--- src/rtl/wildcard_pattern_match_macros.svh ---
// Assertion macros for the wildcard pattern matcher.
`ifndef WILDCARD_PATTERN_MATCH_MACROS_SVH
`define WILDCARD_PATTERN_MATCH_MACROS_SVH

`ifndef SYNTH
`define WPM_ASSERT_IMPLY(lbl, clk, rst, ante, cons) \
  lbl: assert property (@(posedge clk) disable iff (rst) (ante) |-> (cons)) \
    else $error("wpm check failed");
`define WPM_ASSERT_NEXT(lbl, clk, rst, ante, cons) \
  lbl: assert property (@(posedge clk) disable iff (rst) (ante) |=> (cons)) \
    else $error("wpm check failed");
`else
`define WPM_ASSERT_IMPLY(lbl, clk, rst, ante, cons)
`define WPM_ASSERT_NEXT(lbl, clk, rst, ante, cons)
`endif

`endif

--- src/rtl/wpm_pkg.sv ---
// Shared constants and types of the wildcard pattern matcher.
`default_nettype none

package wpm_pkg;

  localparam int MAX_PAT = 64;
  localparam int LEN_W   = $clog2(MAX_PAT + 1);

  localparam logic [7:0] STAR_CODE  = 8'd42;
  localparam logic [7:0] QMARK_CODE = 8'd63;

  localparam logic KIND_PATTERN = 1'b0;
  localparam logic KIND_TEXT    = 1'b1;

  typedef enum logic {
    ST_IDLE,
    ST_BUSY
  } state_t;

  // Wavefront of one text character travelling along the cells.
  typedef struct packed {
    logic       valid;
    logic       first;
    logic [7:0] c;
    logic       m_prev;
    logic       n_prev;
    logic       res;
  } wave_t;

  // Pattern load controls for one cell.
  typedef struct packed {
    logic       clear;
    logic       load;
    logic       wr;
    logic [7:0] ch;
    logic       e;
  } pat_ctl_t;

endpackage

`default_nettype wire

--- src/rtl/wpm_cell.sv ---
// One pattern position: stored character, empty-text bit and match bit.
`default_nettype none

module wpm_cell (
  input  wire               clk,
  input  wire               rst,
  input  wpm_pkg::pat_ctl_t ctl,
  input  wpm_pkg::wave_t    wave_in,
  output wpm_pkg::wave_t    wave_out
);

  logic       used;
  logic [7:0] pch;
  logic       e;
  logic       m;
  logic       m_old;
  logic       nw;

  always_comb begin
    m_old = wave_in.first ? e : m;
    if ((pch == wave_in.c) || (pch == wpm_pkg::QMARK_CODE)) begin
      nw = wave_in.m_prev;
    end else if (pch == wpm_pkg::STAR_CODE) begin
      nw = m_old | wave_in.n_prev;
    end else begin
      nw = 1'b0;
    end
  end

  always_ff @(posedge clk) begin
    if (rst) begin
      used <= 1'b0;
    end else if (ctl.wr) begin
      used <= 1'b1;
    end else if (ctl.clear) begin
      used <= 1'b0;
    end
  end

  always_ff @(posedge clk) begin
    if (ctl.wr) begin
      pch <= ctl.ch;
      e   <= ctl.e;
    end
    if (ctl.load) begin
      m <= ctl.wr ? ctl.e : e;
    end else if (wave_in.valid) begin
      m <= nw;
    end
  end

  always_ff @(posedge clk) begin
    if (rst) begin
      wave_out.valid <= 1'b0;
    end else begin
      wave_out.valid <= wave_in.valid;
    end
    wave_out.first  <= wave_in.first;
    wave_out.c      <= wave_in.c;
    wave_out.m_prev <= m_old;
    wave_out.n_prev <= used ? nw : 1'b0;
    wave_out.res    <= used ? nw : wave_in.res;
  end

endmodule

`default_nettype wire

--- src/rtl/wildcard_pattern_match.sv ---
// Top level of the wildcard pattern matcher: control and a chain of match cells.
// Pattern item: result the cycle after acceptance; next item may follow at once if
// m_tready. Text item: the character sweeps the MAX_PAT cells one per cycle, and
// its result is registered off the last cell; one text item is in flight at a time.
// Reset empties the pattern, clears overflow and leaves the empty text matched.
`default_nettype none
`include "wildcard_pattern_match_macros.svh"

module wildcard_pattern_match (
  input  wire         clk,
  input  wire         rst,
  input  wire         s_tvalid,
  output logic        s_tready,
  input  wire  [15:0] s_tdata,  // [7:0] char_code, [8] first
  input  wire         s_tuser,  // [0] kind
  output logic        m_tvalid,
  input  wire         m_tready,
  output logic [7:0]  m_tdata   // [0] matched, [1] overflow
);

  localparam int N = wpm_pkg::MAX_PAT;
  localparam int W = wpm_pkg::LEN_W;

  wpm_pkg::state_t state;
  wpm_pkg::state_t state_next;

  logic [W-1:0] pat_len;
  logic         all_star;
  logic         ovf;
  logic         m0;
  logic         out_matched;
  logic         out_ovf;

  logic         acc;
  logic         acc_pat;
  logic         acc_text;
  logic         first;
  logic [7:0]   ch;
  logic [W-1:0] eff_len;
  logic         eff_star;
  logic         eff_ovf;
  logic         full;
  logic         star_new;
  logic         ovf_new;

  wpm_pkg::wave_t    waves [0:N];
  wpm_pkg::pat_ctl_t ctls  [0:N-1];

  assign ch       = s_tdata[7:0];
  assign first    = s_tdata[8];
  assign acc      = s_tvalid & s_tready;
  assign acc_pat  = acc & (s_tuser == wpm_pkg::KIND_PATTERN);
  assign acc_text = acc & (s_tuser == wpm_pkg::KIND_TEXT);

  assign eff_len  = first ? '0 : pat_len;
  assign eff_star = first | all_star;
  assign eff_ovf  = ~first & ovf;
  assign full     = (eff_len == W'(N));
  assign star_new = full ? eff_star : (eff_star & (ch == wpm_pkg::STAR_CODE));
  assign ovf_new  = eff_ovf | full;

  always_comb begin
    waves[0].valid  = acc_text;
    waves[0].first  = first;
    waves[0].c      = ch;
    waves[0].m_prev = first | m0;
    waves[0].n_prev = 1'b0;
    waves[0].res    = 1'b0;
  end

  for (genvar i = 0; i < N; i++) begin : g_cell
    always_comb begin
      ctls[i].clear = acc_pat & first;
      ctls[i].load  = acc_pat;
      ctls[i].wr    = acc_pat & ~full & (eff_len == W'(i));
      ctls[i].ch    = ch;
      ctls[i].e     = eff_star & (ch == wpm_pkg::STAR_CODE);
    end

    wpm_cell u_cell (
      .clk      (clk),
      .rst      (rst),
      .ctl      (ctls[i]),
      .wave_in  (waves[i]),
      .wave_out (waves[i+1])
    );
  end

  always_comb begin
    state_next = state;
    unique case (state)
      wpm_pkg::ST_IDLE: begin
        if (acc_text) begin
          state_next = wpm_pkg::ST_BUSY;
        end
      end
      wpm_pkg::ST_BUSY: begin
        if (waves[N].valid) begin
          state_next = wpm_pkg::ST_IDLE;
        end
      end
      default: state_next = wpm_pkg::ST_IDLE;
    endcase
  end

  always_comb begin
    unique case (state)
      wpm_pkg::ST_IDLE: s_tready = ~m_tvalid | m_tready;
      wpm_pkg::ST_BUSY: s_tready = 1'b0;
      default:          s_tready = 1'b0;
    endcase
  end

  always_ff @(posedge clk) begin
    if (rst) begin
      state    <= wpm_pkg::ST_IDLE;
      pat_len  <= '0;
      all_star <= 1'b1;
      ovf      <= 1'b0;
      m0       <= 1'b1;
      m_tvalid <= 1'b0;
    end else begin
      state <= state_next;
      if (acc_pat) begin
        pat_len  <= full ? eff_len : eff_len + W'(1);
        all_star <= star_new;
        ovf      <= ovf_new;
        m0       <= 1'b1;
      end else if (acc_text) begin
        m0 <= 1'b0;
      end
      if (acc_pat || waves[N].valid) begin
        m_tvalid <= 1'b1;
      end else if (m_tready) begin
        m_tvalid <= 1'b0;
      end
    end
  end

  always_ff @(posedge clk) begin
    if (acc_pat) begin
      out_matched <= star_new;
      out_ovf     <= ovf_new;
    end else if (waves[N].valid) begin
      out_matched <= waves[N].res;
      out_ovf     <= ovf;
    end
  end

  assign m_tdata = {6'd0, out_ovf, out_matched};

  `WPM_ASSERT_NEXT(a_text_busy, clk, rst, acc_text, state == wpm_pkg::ST_BUSY)
  `WPM_ASSERT_IMPLY(a_busy_stall, clk, rst, state == wpm_pkg::ST_BUSY, !s_tready)
  `WPM_ASSERT_IMPLY(a_tail_busy, clk, rst, waves[N].valid, state == wpm_pkg::ST_BUSY)
  `WPM_ASSERT_IMPLY(a_ovf_full, clk, rst, ovf, pat_len == W'(N))
  `WPM_ASSERT_IMPLY(a_empty_star, clk, rst, pat_len == '0, all_star)

endmodule

`default_nettype wire
--- config.mk ---
export PLATFORM = sky130hd
export DESIGN_NAME = wildcard_pattern_match
export DESIGN_NICKNAME = d
export VERILOG_FILES = /design/src/rtl/wpm_pkg.sv /design/src/rtl/wpm_cell.sv /design/src/rtl/wildcard_pattern_match.sv
export VERILOG_INCLUDE_DIRS = /design/src /design/src/rtl
export SDC_FILE = /design/constraint.sdc
export NUM_CORES = 2
export LEC_CHECK = 0
export BUFFER_PORTS_ARGS = -buffer_cell sky130_fd_sc_hd__buf_2
export CAP_MARGIN = 0
export CORE_MARGIN = 2
export CORE_UTILIZATION = 50
export CTS_BUF_LIST = sky130_fd_sc_hd__clkbuf_4 sky130_fd_sc_hd__clkbuf_8
export DETAILED_ROUTE_END_ITERATION = 7
export PLACE_DENSITY = 0.8
export SYNTH_ARGS = -nofsm -noshare
export SYNTH_HDL_FRONTEND = slang
export SYNTH_SLANG_ARGS = --single-unit
--- constraint.sdc ---
create_clock -name clk -period 2.3 [get_ports clk]
set_clock_uncertainty 0.15 [all_clocks]
set_input_delay 0.115 -clock clk [delete_from_list [all_inputs] [get_ports clk]]
set_output_delay 0.115 -clock clk [all_outputs]
set_load 0.1 [all_outputs]
==> summary.txt <==
Status
  • Outcome: complete, no violations

Die
  • Num ports: 31
  • Die height: 325 um
  • FP Rows: 117
  • Core box area: 102000 um^2
  • Die area: 106000 um^2
  • Initial Util: 50.5%
  • Chip Width: 325 um

Timing
  • Final setup violating endpoints: 0
  • Slew Limit Fails: 0
  • Post-layout minimum cycle time: 2.25 ns
  • RSZ-0062 raised after global routing: yes
  • Worst Hold Slack: 0.178 ns
  • Fmax achieved: 0.444 GHz
  • Fin crit share: 98.0%
  • Max_slew headroom: 25.6%
  • Worst slew pin tran: 1.12 ns
  • Final Hold Viols: 0

CTS
  • Num CTS Buffers: 215
  • H-tree depth: 4
  • CTS Sinks: 1538
  • CTS tree: yes
  • CTS clock-pin slew for the worst setup and hold paths: 0.07 ns
  • Longest Clk Path Bufs: 3
  • Clk_lat worst skew: 0.89 ns
  • Root buffer cell: clkbuf_8

Routing
  • Final WL: 112000 um
  • Routed len/inst: 19.3 um
  • Post-DRT Antenna Nets: 0
  • Drc violations: 0
  • Vias: 31400
  • Vias per cell: 5.42
  • Initial drt markers: 2424
  • 1st-pass router iterations: 5

Hold path
  • Hold Path Class: input pin to flop

Setup path
  • Worst EP arrival: 2.82 ns
  • Crit Path Class: flop to flop
  • Crit end category: flop
  • Req. time, crit path: 2.87 ns
  • Startpoint Class: flop
  • Crit-path max FO: 6

Cells and area
  • Most frequent cells in the layout: 957 x dfxtp_1, 578 x edfxtp_1, 513 x xnor2_1
  • Area Overhead vs Synth: 16.6%
  • Share of layout cells above drive strength 1: 17.2%
  • Final std cells w/o fill: 5786
  • Register area: 36600 um^2
  • FILL cells: 7567
  • Final Util: 58.9%
  • Multi-input gate area: 14700 um^2
  • Final net count: 4244
  • Most common cell after layout, fill and taps aside: dfxtp_1

Place
  • DP HPWL: 71300 um
  • Port bufs: 17
  • Gp weighted congestion: 0.863
  • Inst Count DP: 5352

Synthesis
  • Adder and majority cell fraction of the synthesized area: 0%
  • XOR/XNOR Fraction of Synth Area: 8.73%
  • Compound-Gate Fraction of Synth Area: 6.56%
  • Largest family of logic cells by synthesized area: simple AND/OR/NAND/NOR gates
  • Ys async rst share: 0%
  • Mapped Cells: 3871
  • Syn avg cell area: 13.3 um^2
  • Post-Synth Simple-Gate Area: 11.2%
  • Synth cell types: 55
  • Mux contribution to synthesized area: 1.38%
  • Synth Cell Area: 51500 um^2
  • Primary FF master, synth: dfxtp_1
  • Synth warn: 0
  • Sequential fraction of the synthesis area: 71.0%
  • FF+latch count, synth: 1538
  • Post-synth EDFFs: 578

Global route
  • Initial antenna violation count: 2
  • Total global-route track usage: 20.8%
  • Largest net degree at the start of global routing: 66
  • First-pass GRT wire length: 174000 um
  • GRT overflow: 0
  • Vias in the first global route: 32600

Flow run
  • Max Cap Viol: 0

Power and ir drop
  • Leakage: 21.2 nW
  • Power per cell area: 892 nW/um^2
  • Max VDD drop: 0.766 mV
[cell type report]
class | count | area share, %
clock inverter | 49 | 0.952
antenna | 1 | 0.00417
sequential | 1538 | 60.9
inverter | 19 | 0.125
clock buffer | 362 | 7.19
tap | 1368 | 2.85
multi-input combinational | 2215 | 24.5
timing repair buffer | 234 | 3.40
[where the power goes]
group	total, W	switching, W	internal (W)
Combinational	0.00140	0.000873	0.000529
Clock	0.0229	0.0101	0.0128
Sequential	0.0292	0.000384	0.0288
Total	0.0535	0.0114	0.0422
[per-stage QoR]
| step | setup TNS, ns | power (W) | cell area (um^2) | setup slack (ns) |
|---|---|---|---|---|
| 2_1_floorplan | -13.72 | 0.0305 | 51700 | -0.187 |
| 3_3_place_gp | -0.532 | 0.0311 | 54700 | -0.0650 |
| 3_5_place_dp | -1.15 | 0.0311 | 54700 | -0.109 |
| 4_1_cts | 0 | 0.0539 | 59800 | 0.00886 |
| 5_1_grt | -0.0414 | 0.0552 | 60000 | -0.0107 |
| 6_report | 0 | 0.0535 | 60000 | 0.0468 |
[state kept, by name, summed over array words and instances, names as in the netlist]
signal / count
all_star: 1
g_cell.u_cell.e: 64
g_cell.u_cell.m: 64
g_cell.u_cell.pch: 512
g_cell.u_cell.used: 64
g_cell.u_cell.wave_out: 820
m0: 1
m_tvalid: 1
out_matched: 1
out_ovf: 1
ovf: 1
pat_len: 7
state: 1
[per-layer routing]
layer,track usage (%),up-vias,share of wire (%)
met2,36.0,1008,50
met4,8.75,0,3.1
met1,25.6,15400,41
li1,-,14700,-
met3,3.93,258,6.5
met5,0,-,0
[synthesized netlist by cell type, types with 69 or more instances]
master    instances  area [um^2]
dfxtp_1         960        19200
nand3_1          90          450
nand4_1         194         1210
a21oi_1          69          345
nand2_1          83          312
xnor2_1         513         4490
nor2_1          356         1340
a31oi_1         128          801
nor3_1           79          395
o21ai_0         109          546
edfxtp_1        578        17400
nor2b_1          70          438
[worst max-delay path, cell delays in order (launching register included)]
cell and delay, ns:
dfxtp_1 0.36, buf_4 0.18, nor3b_2 0.28, nand2_1 0.28
buf_4 0.28, nor3_1 0.32, a211oi_1 0.09, a31oi_1 0.15
[cells by family after synthesis]
kind of cell,Yosys count
buf+inv,123
compound gates,525
other cells,1
simple gates,1108
xor+xnor,513
flops,1538
mux,63
[timing repair]
item | CTS | global route
endpoints found under the setup margin | 27 | 86
gates cloned | 0 | 1
pin swaps | 0 | 1
hold endpoints to repair | 876 | 0
resized for setup | 11 | 28
setup buffers | 0 | 3
hold buffers | 18 | 0
[path summary, 6_finish.rpt]
| kind | startpoint | endpoint | slack (ns) | cells past startpoint |
|---|---|---|---|---|
| worst max-delay path | pat_len[3] | g_cell[36].u_cell.m | 0.05 | 7 |
| worst min-delay path | s_tdata[8] | g_cell[0].u_cell.wave_out[11] | 0.18 | 3 |
| worst max register to register | pat_len[3] | g_cell[36].u_cell.m | 0.05 | 7 |
| worst min register to register | g_cell[15].u_cell.wave_out[3] | g_cell[16].u_cell.wave_out[3] | 0.18 | 0 |
(Power assumes the default switching activity.)
